## src/hw/rtl/dss_pkg.sv

```systemverilog
`default_nettype none
// ----------------------------------------------------------------------------
// dss_pkg
// Shared types, codes and reset values of the drill station sequencer.
// ----------------------------------------------------------------------------
package dss_pkg;

    localparam int TIMER_BITS_DEF = 16;
    localparam int CFG_IDX_W      = 3;
    localparam int CFG_DATA_W     = 16;

    // sensor bit positions
    localparam int S_TABLEP = 0;
    localparam int S_DRILLP = 1;
    localparam int S_TESTP  = 2;
    localparam int S_TOP    = 3;
    localparam int S_BOTTOM = 4;
    localparam int S_POS    = 5;
    localparam int S_PASS   = 6;

    // actuator bit positions
    localparam int A_MOTOR  = 0;
    localparam int A_TABLE  = 1;
    localparam int A_DOWN   = 2;
    localparam int A_UP     = 3;
    localparam int A_CLAMP  = 4;
    localparam int A_TESTER = 5;
    localparam int A_EJECT  = 6;

    typedef enum logic [2:0] {
        PH_RAISE, PH_EMPTY, PH_ROTATE, PH_PROCESS, PH_HALTED
    } t_phase;

    typedef enum logic [2:0] {
        TB_IDLE, TB_LEAVE, TB_ARRIVE, TB_SETTLE, TB_DONE
    } t_tb_step;

    typedef enum logic [3:0] {
        DR_IDLE, DR_RAISE, DR_LOWER, DR_DWELL, DR_LIFT, DR_DONE
    } t_dr_step;

    typedef enum logic [2:0] {
        TS_IDLE, TS_POLL, TS_RETRACT, TS_DONE
    } t_ts_step;

    typedef enum logic [1:0] {
        EJ_IDLE, EJ_ON, EJ_DONE
    } t_ej_step;

    typedef enum logic [CFG_IDX_W-1:0] {
        CFG_EJECT, CFG_POLL, CFG_DWELL, CFG_SETTLE, CFG_TPOLLS, CFG_RETRACT
    } t_cfg_idx;

    typedef struct packed {
        logic [15:0] eject;
        logic [15:0] poll;
        logic [15:0] dwell;
        logic [15:0] settle;
        logic [3:0]  tpolls;
        logic [15:0] retract;
    } t_cfg;

    typedef struct packed {
        t_phase     phase;
        t_tb_step   tb;
        t_dr_step   dr;
        t_ts_step   ts;
        t_ej_step   ej;
        logic [3:0] poll_cnt;
        logic       reject;
        logic       drill_ok;
        logic       pwid;
        logic       init_rep;
        logic [6:0] act;
    } t_state;

    localparam t_cfg CFG_RST = '{
        eject:   16'd400,
        poll:    16'd50,
        dwell:   16'd300,
        settle:  16'd100,
        tpolls:  4'd5,
        retract: 16'd100
    };

    localparam t_state STATE_RST = '{
        phase:    PH_RAISE,
        tb:       TB_IDLE,
        dr:       DR_IDLE,
        ts:       TS_IDLE,
        ej:       EJ_IDLE,
        poll_cnt: 4'd0,
        reject:   1'b0,
        drill_ok: 1'b0,
        pwid:     1'b0,
        init_rep: 1'b0,
        act:      7'd0
    };

endpackage
`default_nettype wire

```

## src/hw/rtl/dss_cfg_regs.sv

```systemverilog
`default_nettype none
// ----------------------------------------------------------------------------
// dss_cfg_regs
// Timing register file, written through a plain write port.
// ----------------------------------------------------------------------------
module dss_cfg_regs (
    input  wire logic                           i_clk,
    input  wire logic                           i_rst_n,
    input  wire logic                           i_cfg_we,
    input  wire logic [dss_pkg::CFG_IDX_W-1:0]  i_cfg_index,
    input  wire logic [dss_pkg::CFG_DATA_W-1:0] i_cfg_data,
    output dss_pkg::t_cfg                       o_cfg
);
    import dss_pkg::*;

    t_cfg r_cfg;
    t_cfg n_cfg;

    always_comb begin
        n_cfg = r_cfg;
        if (i_cfg_we) begin
            case (t_cfg_idx'(i_cfg_index))
                CFG_EJECT:   n_cfg.eject   = i_cfg_data;
                CFG_POLL:    n_cfg.poll    = i_cfg_data;
                CFG_DWELL:   n_cfg.dwell   = i_cfg_data;
                CFG_SETTLE:  n_cfg.settle  = i_cfg_data;
                CFG_TPOLLS:  n_cfg.tpolls  = i_cfg_data[3:0];
                CFG_RETRACT: n_cfg.retract = i_cfg_data;
                default:     n_cfg = r_cfg;
            endcase
        end
    end

    always_ff @(posedge i_clk) begin
        if (!i_rst_n) begin
            r_cfg <= CFG_RST;
        end else begin
            r_cfg <= n_cfg;
        end
    end

    assign o_cfg = r_cfg;

endmodule
`default_nettype wire

```

## config.mk

```make
export PLATFORM = sky130hd
export DESIGN_NAME = dss_cfg_regs
export DESIGN_NICKNAME = d
export VERILOG_FILES = /design/src/hw/rtl/dss_pkg.sv /design/src/hw/rtl/dss_cfg_regs.sv
export SDC_FILE = /design/constraint.sdc
export NUM_CORES = 1
export LEC_CHECK = 0
export BUFFER_PORTS_ARGS = -buffer_cell sky130_fd_sc_hd__buf_4
export CAP_MARGIN = 5
export CORE_AREA = 4 4 87 89
export CTS_BUF_LIST = sky130_fd_sc_hd__clkbuf_2
export DETAILED_ROUTE_END_ITERATION = 6
export DIE_AREA = 0 0 91 93
export PLACE_DENSITY = 0.75
export SLEW_MARGIN = 20
export SYNTH_ARGS = -nofsm -noshare
export SYNTH_HDL_FRONTEND = slang
export SYNTH_SLANG_ARGS = --single-unit
```

## constraint.sdc

```tcl
create_clock -name i_clk -period 2.4 [get_ports i_clk]
set_clock_uncertainty 0.1 [all_clocks]
set_input_delay 0.24 -clock i_clk [delete_from_list [all_inputs] [get_ports i_clk]]
set_output_delay 0.24 -clock i_clk [all_outputs]
set_load 0.02 [all_outputs]
```

### Yosys cells after proc, flatten, opt, wreduce, memory -nomap -nowiden

Index checks and enable logic that the tools add are counted.

| storage, ports and cells | value |
|---|---|
| register bits | 84 |
| bits in latches | 0 |
| RAM bits | 0 |
| ROM bits | 0 |
| output and inout bits | 84 |
| word-level logic and storage cells | 18 |
| memories kept | 0 |

| cells by class | value |
|---|---|
| add/sub/neg operators | 0 |
| $mul | 0 |
| div/mod/pow operators | 0 |
| order comparisons | 0 |
| equal/unequal tests | 5 |
| shift operators | 0 |
| multiplexer cells | 0 |
| bitwise logic cells | 0 |
| reductions and logical operators | 7 |

Operator list:

| kind | count |
|---|---|
| $reduce_and A2 Y1 | 6 |
| $eq A3 B2 Y1 const B | 2 |
| $eq A3 B3 Y1 const B | 2 |
| $eq A3 B1 Y1 const B | 1 |
| $logic_not A3 Y1 | 1 |

### Depth between registers and ports, before layout

Gate-level depths: netlist of run 1.

| logic depth | value |
|---|---|
| depth after elaboration | 2 |
| gate-level depth with buffers | 5 |
| gate-level depth less buffers | 2 |

### Worst setup path after synthesis of run 1

No wires, ideal clock.

| timing path | value |
|---|---|
| kind | input-to-reg |
| from | input i_cfg_index[1] in the netlist's numbering |
| to | register r_cfg, in the netlist o_cfg[71] |
| library setup time | 122 ps |
| arrival | 1039 ps |
| data required time | 2178 ps |
| path slack | 1140 ps |
| stages on the path | 3 |
| path buffers | 1 |
| path through | or4b_1 buf_6 mux2i_1 |

| on the way | value |
|---|---|
| longest elaborated chain between the ends | 2 |

RTL lines:

| what | line | RTL |
|---|---|---|
| start, declared | dss_cfg_regs.sv:10 | `input wire logic [dss_pkg::CFG_IDX_W-1:0] i_cfg_index,` |
| $logic_not A3 Y1 | dss_cfg_regs.sv:22 | `case (t_cfg_idx'(i_cfg_index))` |
| $reduce_and A2 Y1 (no source line) | n/a |  |
| end signal, assigned | dss_cfg_regs.sv:38 | `r_cfg <= n_cfg;` |
| end, declared | dss_cfg_regs.sv:16 | `t_cfg r_cfg;` |

Every way passes these cells.
A chain may end at the register's enable or synchronous reset.

### Final worst setup path of run 1

| timing path | value |
|---|---|
| from | input i_cfg_index[1] in the netlist's numbering |
| to | register r_cfg, in the netlist o_cfg[75] |

Same word-level chain as after synthesis.

==> results of run 1 <==
-- routing by layer --
layer	part of all wire	up-vias
met4	0.027	0
met2	0.51	65
met5	0	-
met1	0.42	1204
met3	0.048	18
li1	-	1259
-- power by group --
group          internal, uW  total (uW)  switching [uW]  leakage [uW]
clock                   235         723             488     0.0000634
combinational           133         281             148       0.00140
sequential             1430        1450            17.5      0.000681
total                  1800        2450             653       0.00214
-- worst max-delay path: stages --
cell,delay [ps]
dlygate4sd3_1,540
buf_4,170
nor4b_4,590
mux2i_1,240
dlygate4sd3_1,550
-- Yosys cell counts (all sizes together) --
| master | number | share of area |
|---|---|---|
| nand4b | 2 | 0.0055 |
| or4b | 1 | 0.0031 |
| nor4bb | 2 | 0.0062 |
| nor4b | 1 | 0.0074 |
| nand2 | 82 | 0.096 |
| buf | 14 | 0.027 |
| and4bb | 1 | 0.0039 |
| dfxtp | 84 | 0.52 |
| clkbuf | 8 | 0.0094 |
| nand4bb | 1 | 0.0035 |
| nor2b | 27 | 0.053 |
| mux2i | 84 | 0.26 |
-- path summary, 6_finish.rpt --
path / to / from / cells past startpoint / slack [ps]
worst max-delay path: o_cfg[75]$_SDFFE_PN1P_ / i_cfg_index[1] / 5 / 420
worst min register to register: o_cfg[61]$_SDFFE_PN0P_ / o_cfg[61]$_SDFFE_PN0P_ / 2 / 380
worst min-delay path: o_cfg[29]$_SDFFE_PN0P_ / i_cfg_data[9] / 3 / 40
worst max register to register: o_cfg[75]$_SDFFE_PN1P_ / o_cfg[75]$_SDFFE_PN1P_ / 3 / 1120
-- final cells by class --
type / instances / area [um^2]
fillers: 572 / 2362
well taps: 80 / 100.1
repair buffers: 134 / 1074
clock inverters: 7 / 66.31
clock buffers: 9 / 45.04
multi-input cells: 201 / 1428
flip-flops and latches: 84 / 1682
-- cells by family after synthesis --
family	count (synthesis)	synth area share
buffers and inverters	22	0.03586
DFF	84	0.5240
muxes	84	0.2620
and+or+nand+nor	117	0.1782
-- metrics by stage --
stage,area (um^2),instances
final,4394,515
after detailed placement,4063,477
after global placement,4063,477
after floorplan,3209,307
after CTS,4394,515
after global routing,4394,515
==> impl_metrics.yaml, run 1 <==
finish:
  layout_commonest_cell: "buf_4"
  finish.utilization: 0.6504
  layout_common_cells: "buf_4 (111), mux2i_1 (84), dfxtp_1 (84)"
  syn_to_final_growth_pct: 36.92
  largest_register_ffs: 84
  drive_above_1_share: 0.2966
  final_nets: 452
  diodes: 0
global_route:
  grt-busiest-layer: "met2"
  gr-usage-met2: 0.3292
  grt_max_degree: 60
  grt_pass1_wl_mm: 12.79
  overflow: 0
  track_usage: 0.1901
  grt_util_met1: 0.2232
  grt_util_met3: 0.04264
  first_global_vias: 2594
  grt_antenna_before_repair: 0
run_status:
  status: "complete, no violations"
flow_run:
  cap_violations: 0
sta:
  timing.fmax_mhz: 504.6
  rsz0062_at_grt: "no"
  setup_ws_ps: 418.2
  hold_viol_final: 0
  fin_tns_setup_ps: 0
  min_period_over_period: 0.8258
  tightest_slew_ps: 663.7
  slew_headroom: 0.5575
  min_period_ps: 1982
  hold_slack_ps: 42.76
  slew_violations: 0
  finalSetupViolCount: 0
die:
  die_h_um: 93
  io_pins: 106
  floorplan.rows: 30
  start_util: 0.4750
  die_w_um: 91
  core_area_um2: 6756
  die_area_um2: 8463
placement:
  port_buffers: 105
  pre_cts_ws_ps: 655.2
  gp_congestion: 0.7317
  hpwl_mm: 5.388
drt:
  wl_per_cell_um: 15.38
  ant_nets: 0
  drt_wl_total_mm: 7.920
  first_pass_iters: 4
  via_per_inst: 4.944
  drc: 0
  dr_total_vias: 2546
  drt_iter0_markers: 82
setup_path:
  path_class: "in2reg"
  worstPathRequired_ps: 2760
  arrival_ps: 2340
  endpoint_kind: "register"
  cp_max_fo: 8
  cp-start-kind: "input port"
cts:
  cts.sink_count: 84
  htreeDepth: 3
  post_cts_buffers: 0
  cts_made_buffers: 9
  cts_tree: "done"
  clk_root_buffer_cell: "clkbuf_2"
  clock_latency_ps: 490
  cts.reportedPaths.clkPinSlew_ps: 220
  cts_resized: 0
  cts_hold_buf: 22
  clk_path_buf_depth: 2
pwr:
  ir_drop_uv: 331.2
  p_leak_uw: 0.002145
  power_uw: 2451
  power_density_nw_per_um2: 557.7
synth:
  yosysWarnings: 0
  syn_area_um2: 3209
  synth_cell_types: 15
  syn_inst: 307
  ys_seq_elements: 84
  seq_area_frac_synth: 0.5240
  synth_fp_nets: 329
  synth_area_per_cell_um2: 10.45
min_path:
  hold_class: "in2reg"
(Power assumes the default switching activity.)
==> run 2, diff against run 1 <==
--- a/config.mk
+++ b/config.mk
@@ -7,11 +7,11 @@
 export LEC_CHECK = 0
 export BUFFER_PORTS_ARGS = -buffer_cell sky130_fd_sc_hd__buf_4
 export CAP_MARGIN = 5
-export CORE_AREA = 4 4 87 89
+export CORE_AREA = 4 4 88 90
 export CTS_BUF_LIST = sky130_fd_sc_hd__clkbuf_2
 export DETAILED_ROUTE_END_ITERATION = 6
-export DIE_AREA = 0 0 91 93
-export PLACE_DENSITY = 0.75
+export DIE_AREA = 0 0 92 94
+export PLACE_DENSITY = 0.77
 export SLEW_MARGIN = 20
 export SYNTH_ARGS = -nofsm -noshare
 export SYNTH_HDL_FRONTEND = slang
==> constraint.sdc (replaced) <==
create_clock -name i_clk -period 1.6 [get_ports i_clk]
set_clock_uncertainty 0.1 [all_clocks]
set_input_delay 0.16 -clock i_clk [delete_from_list [all_inputs] [get_ports i_clk]]
set_output_delay 0.16 -clock i_clk [all_outputs]
set_load 0.02 [all_outputs]
==> run 2 against run 1 <==
Compared with the run above: combinational power is 59% higher; first-iteration DRC count decreased by 9.8%; via count rose by 1.6%; hold slack gained 4.7 ps; core utilization down 0.88 points; register-to-register slack got worse by 780 ps; critical path depth is the same.
==> impl_metrics.yaml, run 2 (synthesis gave the netlist of run 1 again) <==
cts:
  cts_resized: 0
  cts.sink_count: 84
  cts.reportedPaths.clkPinSlew_ps: 230
  htreeDepth: 3
  cts_tree: "done"
  cts_made_buffers: 9
  clk_root_buffer_cell: "clkbuf_2"
  clock_latency_ps: 490
  post_cts_buffers: 0
  clk_path_buf_depth: 2
pwr:
  p_leak_uw: 0.002196
  power_density_nw_per_um2: 811.8
  ir_drop_uv: 402.9
  power_uw: 3677
finish:
  final_nets: 460
  stdcell_count: 542
  diodes: 0
  largest_register_ffs: 84
  layout_common_cells: "buf_4 (111), mux2i_1 (84), dfxtp_1 (84)"
  syn_to_final_growth_pct: 41.13
  drive_above_1_share: 0.3002
  stdcell_area_um2: 4529
  layout_commonest_cell: "buf_4"
global_route:
  grt_antenna_before_repair: 0
  track_usage: 0.1851
  first_global_vias: 2556
  grt_max_degree: 49
  grt_pass1_wl_mm: 12.46
  overflow: 0
placement:
  placedInstanceArea_um2: 4146
  port_buffers: 105
  dp.cells: 499
  gp_congestion: 0.7739
  hpwl_mm: 5.662
sta:
  rsz0062_at_grt: "no"
  fin_tns_setup_ps: 0
  min_period_ps: 1475
  slew_violations: 0
  finalSetupViolCount: 0
  min_period_over_period: 0.9220
  timing.fmax_mhz: 677.9
  hold_viol_final: 0
  slew_headroom: 0.7267
  tightest_slew_ps: 404.4
run_status:
  status: "complete, no violations"
setup_path:
  endpoint_kind: "register"
  r2r_start: "o_cfg[44]$_SDFFE_PN1P_"
  worst_path_largest_cell_delay_ps: 570
  arrival_ps: 1810
  crit_slowest_cell: "dlygate4sd3_1"
  cp_max_fo: 26
  worstSetupStartpoint: "i_rst_n"
  cp-start-kind: "input port"
  path_class: "in2reg"
  crit_chain: "dlygate4sd3_1 > buf_4 > nor2b_1 > dlygate4sd3_1 > mux2i_1"
  worstPathRequired_ps: 1930
  crit_top_cell: "dlygate4sd3_1"
die:
  die_h_um: 94
  core_area_um2: 7059
  io_pins: 106
  die_area_um2: 8648
  floorplan.rows: 31
  start_util: 0.4546
  die_w_um: 92
drt:
  drt_wl_total_mm: 8.156
  via_per_inst: 4.771
  drc: 0
  first_pass_iters: 4
  dr_total_vias: 2586
  ant_nets: 0
  drt_iter0_markers: 74
  wl_per_cell_um: 15.05
flow_run:
  cap_violations: 0
min_path:
  hp-start: "i_cfg_index[0]"
  hold_class: "in2reg"
run 2: final cells by class:
class / count / area [um^2]
fillers: 583 / 2530
flip-flops and latches: 84 / 1682
multi-input cells: 201 / 1428
repair buffers: 142 / 1184
well taps: 99 / 123.9
clock inverters: 7 / 67.56
clock buffers: 9 / 45.04
run 2: where the power goes:
| group | total (uW) | internal [uW] | switching [uW] |
|---|---|---|---|
| registers | 2170 | 2140 | 26.3 |
| clock network | 1060 | 352 | 708 |
| logic | 447 | 218 | 229 |
| total | 3680 | 2710 | 963 |
run 2: through the flow:
| stage | hold WS [ps] | util | worst slack [ps] |
|---|---|---|---|
| 2_1_floorplan | 202.2 | - | 419.6 |
| 3_3_place_gp | 332.7 | 0.5874 | 193.2 |
| 3_5_place_dp | 336.5 | 0.5874 | 167.7 |
| 4_1_cts | 0.2292 | 0.6388 | 203.0 |
| 5_1_grt | 3.592 | 0.6416 | 112.8 |
| 6_report | 47.49 | 0.6416 | 124.8 |
run 2: worst paths after layout:
path	cells past startpoint	slack, ps	to
hold / removal	4	50	o_cfg[69]$_SDFFE_PN0P_
setup / recovery	5	120	o_cfg[72]$_SDFFE_PN1P_
setup reg to reg	3	340	o_cfg[44]$_SDFFE_PN1P_
hold reg to reg	2	370	o_cfg[36]$_SDFFE_PN0P_
run 2: layer usage:
metal / vias up / wire [um] / track usage
li1: 1277 / - / -
met1: 1232 / 3433 / 0.2036
met2: 61 / 4187 / 0.3358
met3: 16 / 341 / 0.04327
met4: 0 / 193 / 0.08787
met5: - / 0 / 0
run 2: what timing repair did:
action / 4_1_cts / 5_1_grt
hold buffers: 25 / 2
setup endpoints to repair: 0 / 0
hold endpoints to repair: 84 / 3
run 2: critical path, delay by kind of cell:
kind,cells,cell delay [ps]
buf+inv,3,1360
simple gates,1,210
mux,1,70
==> run 3, diff against run 2 <==
--- a/config.mk
+++ b/config.mk
@@ -7,11 +7,11 @@
 export LEC_CHECK = 0
 export BUFFER_PORTS_ARGS = -buffer_cell sky130_fd_sc_hd__buf_4
 export CAP_MARGIN = 5
-export CORE_AREA = 4 4 88 90
+export CORE_AREA = 4 4 100 102
 export CTS_BUF_LIST = sky130_fd_sc_hd__clkbuf_2
 export DETAILED_ROUTE_END_ITERATION = 6
-export DIE_AREA = 0 0 92 94
-export PLACE_DENSITY = 0.77
+export DIE_AREA = 0 0 104 106
+export PLACE_DENSITY = 0.7
 export SLEW_MARGIN = 20
 export SYNTH_ARGS = -nofsm -noshare
 export SYNTH_HDL_FRONTEND = slang
==> run 3 against run 2 <==
Compared with the run above: register-to-register slack better by 490 ps; fmax up 3.0%; non-clock buffer count fell by 8; clock power decreased by 15%; die area rose by 27%.
==> impl_metrics.yaml, run 3 (synthesis gave the netlist of run 1 again) <==
placement:
  dp.cells: 511
  hpwl_mm: 5.816
  gp_congestion: 0.6934
  port_buffers: 105
drt:
  wl_per_cell_um: 15.33
  dr_wl_met2_mm: 4.041
  dr_total_vias: 2537
  wl_met3_um: 346
  first_pass_iters: 4
  met1_length_mm: 3.876
  highest_layer: "met4"
  drt_wl_total_mm: 8.388
  drc: 0
  ant_nets: 0
  drt_iter0_markers: 70
  via_per_inst: 4.638
cts:
  htreeDepth: 3
  clock_latency_ps: 450
  cts_resized: 0
  cts_made_buffers: 9
  cts.sink_count: 84
  cts_hold_buf: 19
  post_cts_buffers: 0
  cts.reportedPaths.clkPinSlew_ps: 230
  cts_tree: "done"
  clk_root_buffer_cell: "clkbuf_2"
  clk_path_buf_depth: 2
sta:
  tightest_slew_ps: 358.9
  slew_violations: 0
  min_period_ps: 1432
  min_period_over_period: 0.8953
  hold_viol_final: 0
  rsz0062_at_grt: "no"
  timing.fmax_mhz: 698.1
  fin_tns_setup_ps: 0
  slew_headroom: 0.7607
  finalSetupViolCount: 0
finish:
  layout_common_cells: "buf_4 (112), mux2i_1 (84), dfxtp_1 (84)"
  finish.utilization: 0.4861
  layout_commonest_cell: "buf_4"
  stdcell_count: 547
  largest_register_ffs: 84
  syn_to_final_growth_pct: 37.97
  final_nets: 452
  drive_above_1_share: 0.3057
die:
  die_h_um: 106
  die_area_um2: 11020
  core_area_um2: 9109
  start_util: 0.3523
  floorplan.rows: 35
  io_pins: 106
  die_w_um: 104
setup_path:
  crit_chain: "dlygate4sd3_1 > buf_4 > or4b_1 > buf_4 > mux2i_1"
  cp_max_fo: 10
  worst-path-stages: 5
  worst-path-buf-inv: 3
  r2r_start: "o_cfg[40]$_SDFFE_PN0P_"
  worstSetupStartpoint: "i_cfg_index[0]"
  worst_path_largest_cell_delay_ps: 530
  crit_slowest_cell: "dlygate4sd3_1"
  worstPathRequired_ps: 1880
  arrival_ps: 1710
  endpoint_kind: "register"
  cp-start-kind: "input port"
  r2r_cells: 2
  path_class: "in2reg"
  crit_family: "buffers and inverters"
  crit_top_cell: "buf_4"
min_path:
  hp-start: "i_cfg_index[2]"
  hold_depth: 4
  hold_class: "in2reg"
global_route:
  grt_antenna_before_repair: 1
  first_global_vias: 2634
  overflow: 0
  track_usage: 0.1545
  grt_max_degree: 46
  grt_pass1_wl_mm: 13.48
pwr:
  power_density_nw_per_um2: 792.2
  ir_drop_uv: 310.0
  p_leak_uw: 0.002139
flow_run:
  cap_violations: 0
run_status:
  status: "complete, no violations"
[run 3: final timing paths]
kind                                          endpoint  slack [ps]
worst max register to register  o_cfg[40]$_SDFFE_PN0P_         830
worst max-delay path            o_cfg[74]$_SDFFE_PN0P_         170
worst min register to register  o_cfg[59]$_SDFFE_PN0P_         370
worst min-delay path            o_cfg[38]$_SDFFE_PN1P_          60
[run 3: area by class of cell]
class	instances	area, um^2
diodes	1	2.502
clock buffers	12	60.06
clock inverters	4	26.28
fillers	879	4681
multi-input cells	201	1428
flip-flops and latches	84	1682
well taps	111	138.9
repair buffers	134	1091
[run 3: worst reg2reg max path: stages (launching register included)]
cell,delay (ps)
dfxtp_1,400
nand2_1,60
mux2i_1,160
[run 3: power by group]
part	switching, uW	total [uW]	internal (uW)
Sequential	26.7	2170	2140
Clock	687	905	218
Combinational	228	433	205
Total	941	3510	2570
[run 3: metal layers]
metal,vias up,GRT usage
li1,1266,-
met1,1203,0.1881
met2,60,0.2577
met3,8,0.03643
met4,0,0.07407
met5,-,0
[run 3: metrics by stage]
step | area, um^2 | setup WS, ps | hold WS (ps) | power, uW
floorplan | 3209 | 419.6 | 202.2 | 2423
global placement | 4149 | 177.3 | 325.3 | 2601
detailed placement | 4149 | 181.1 | 342.3 | 2609
CTS | 4425 | 210.1 | 0.7871 | 3552
global route | 4428 | 148.6 | 13.05 | 3668
finish | 4428 | 167.5 | 61.84 | 3508
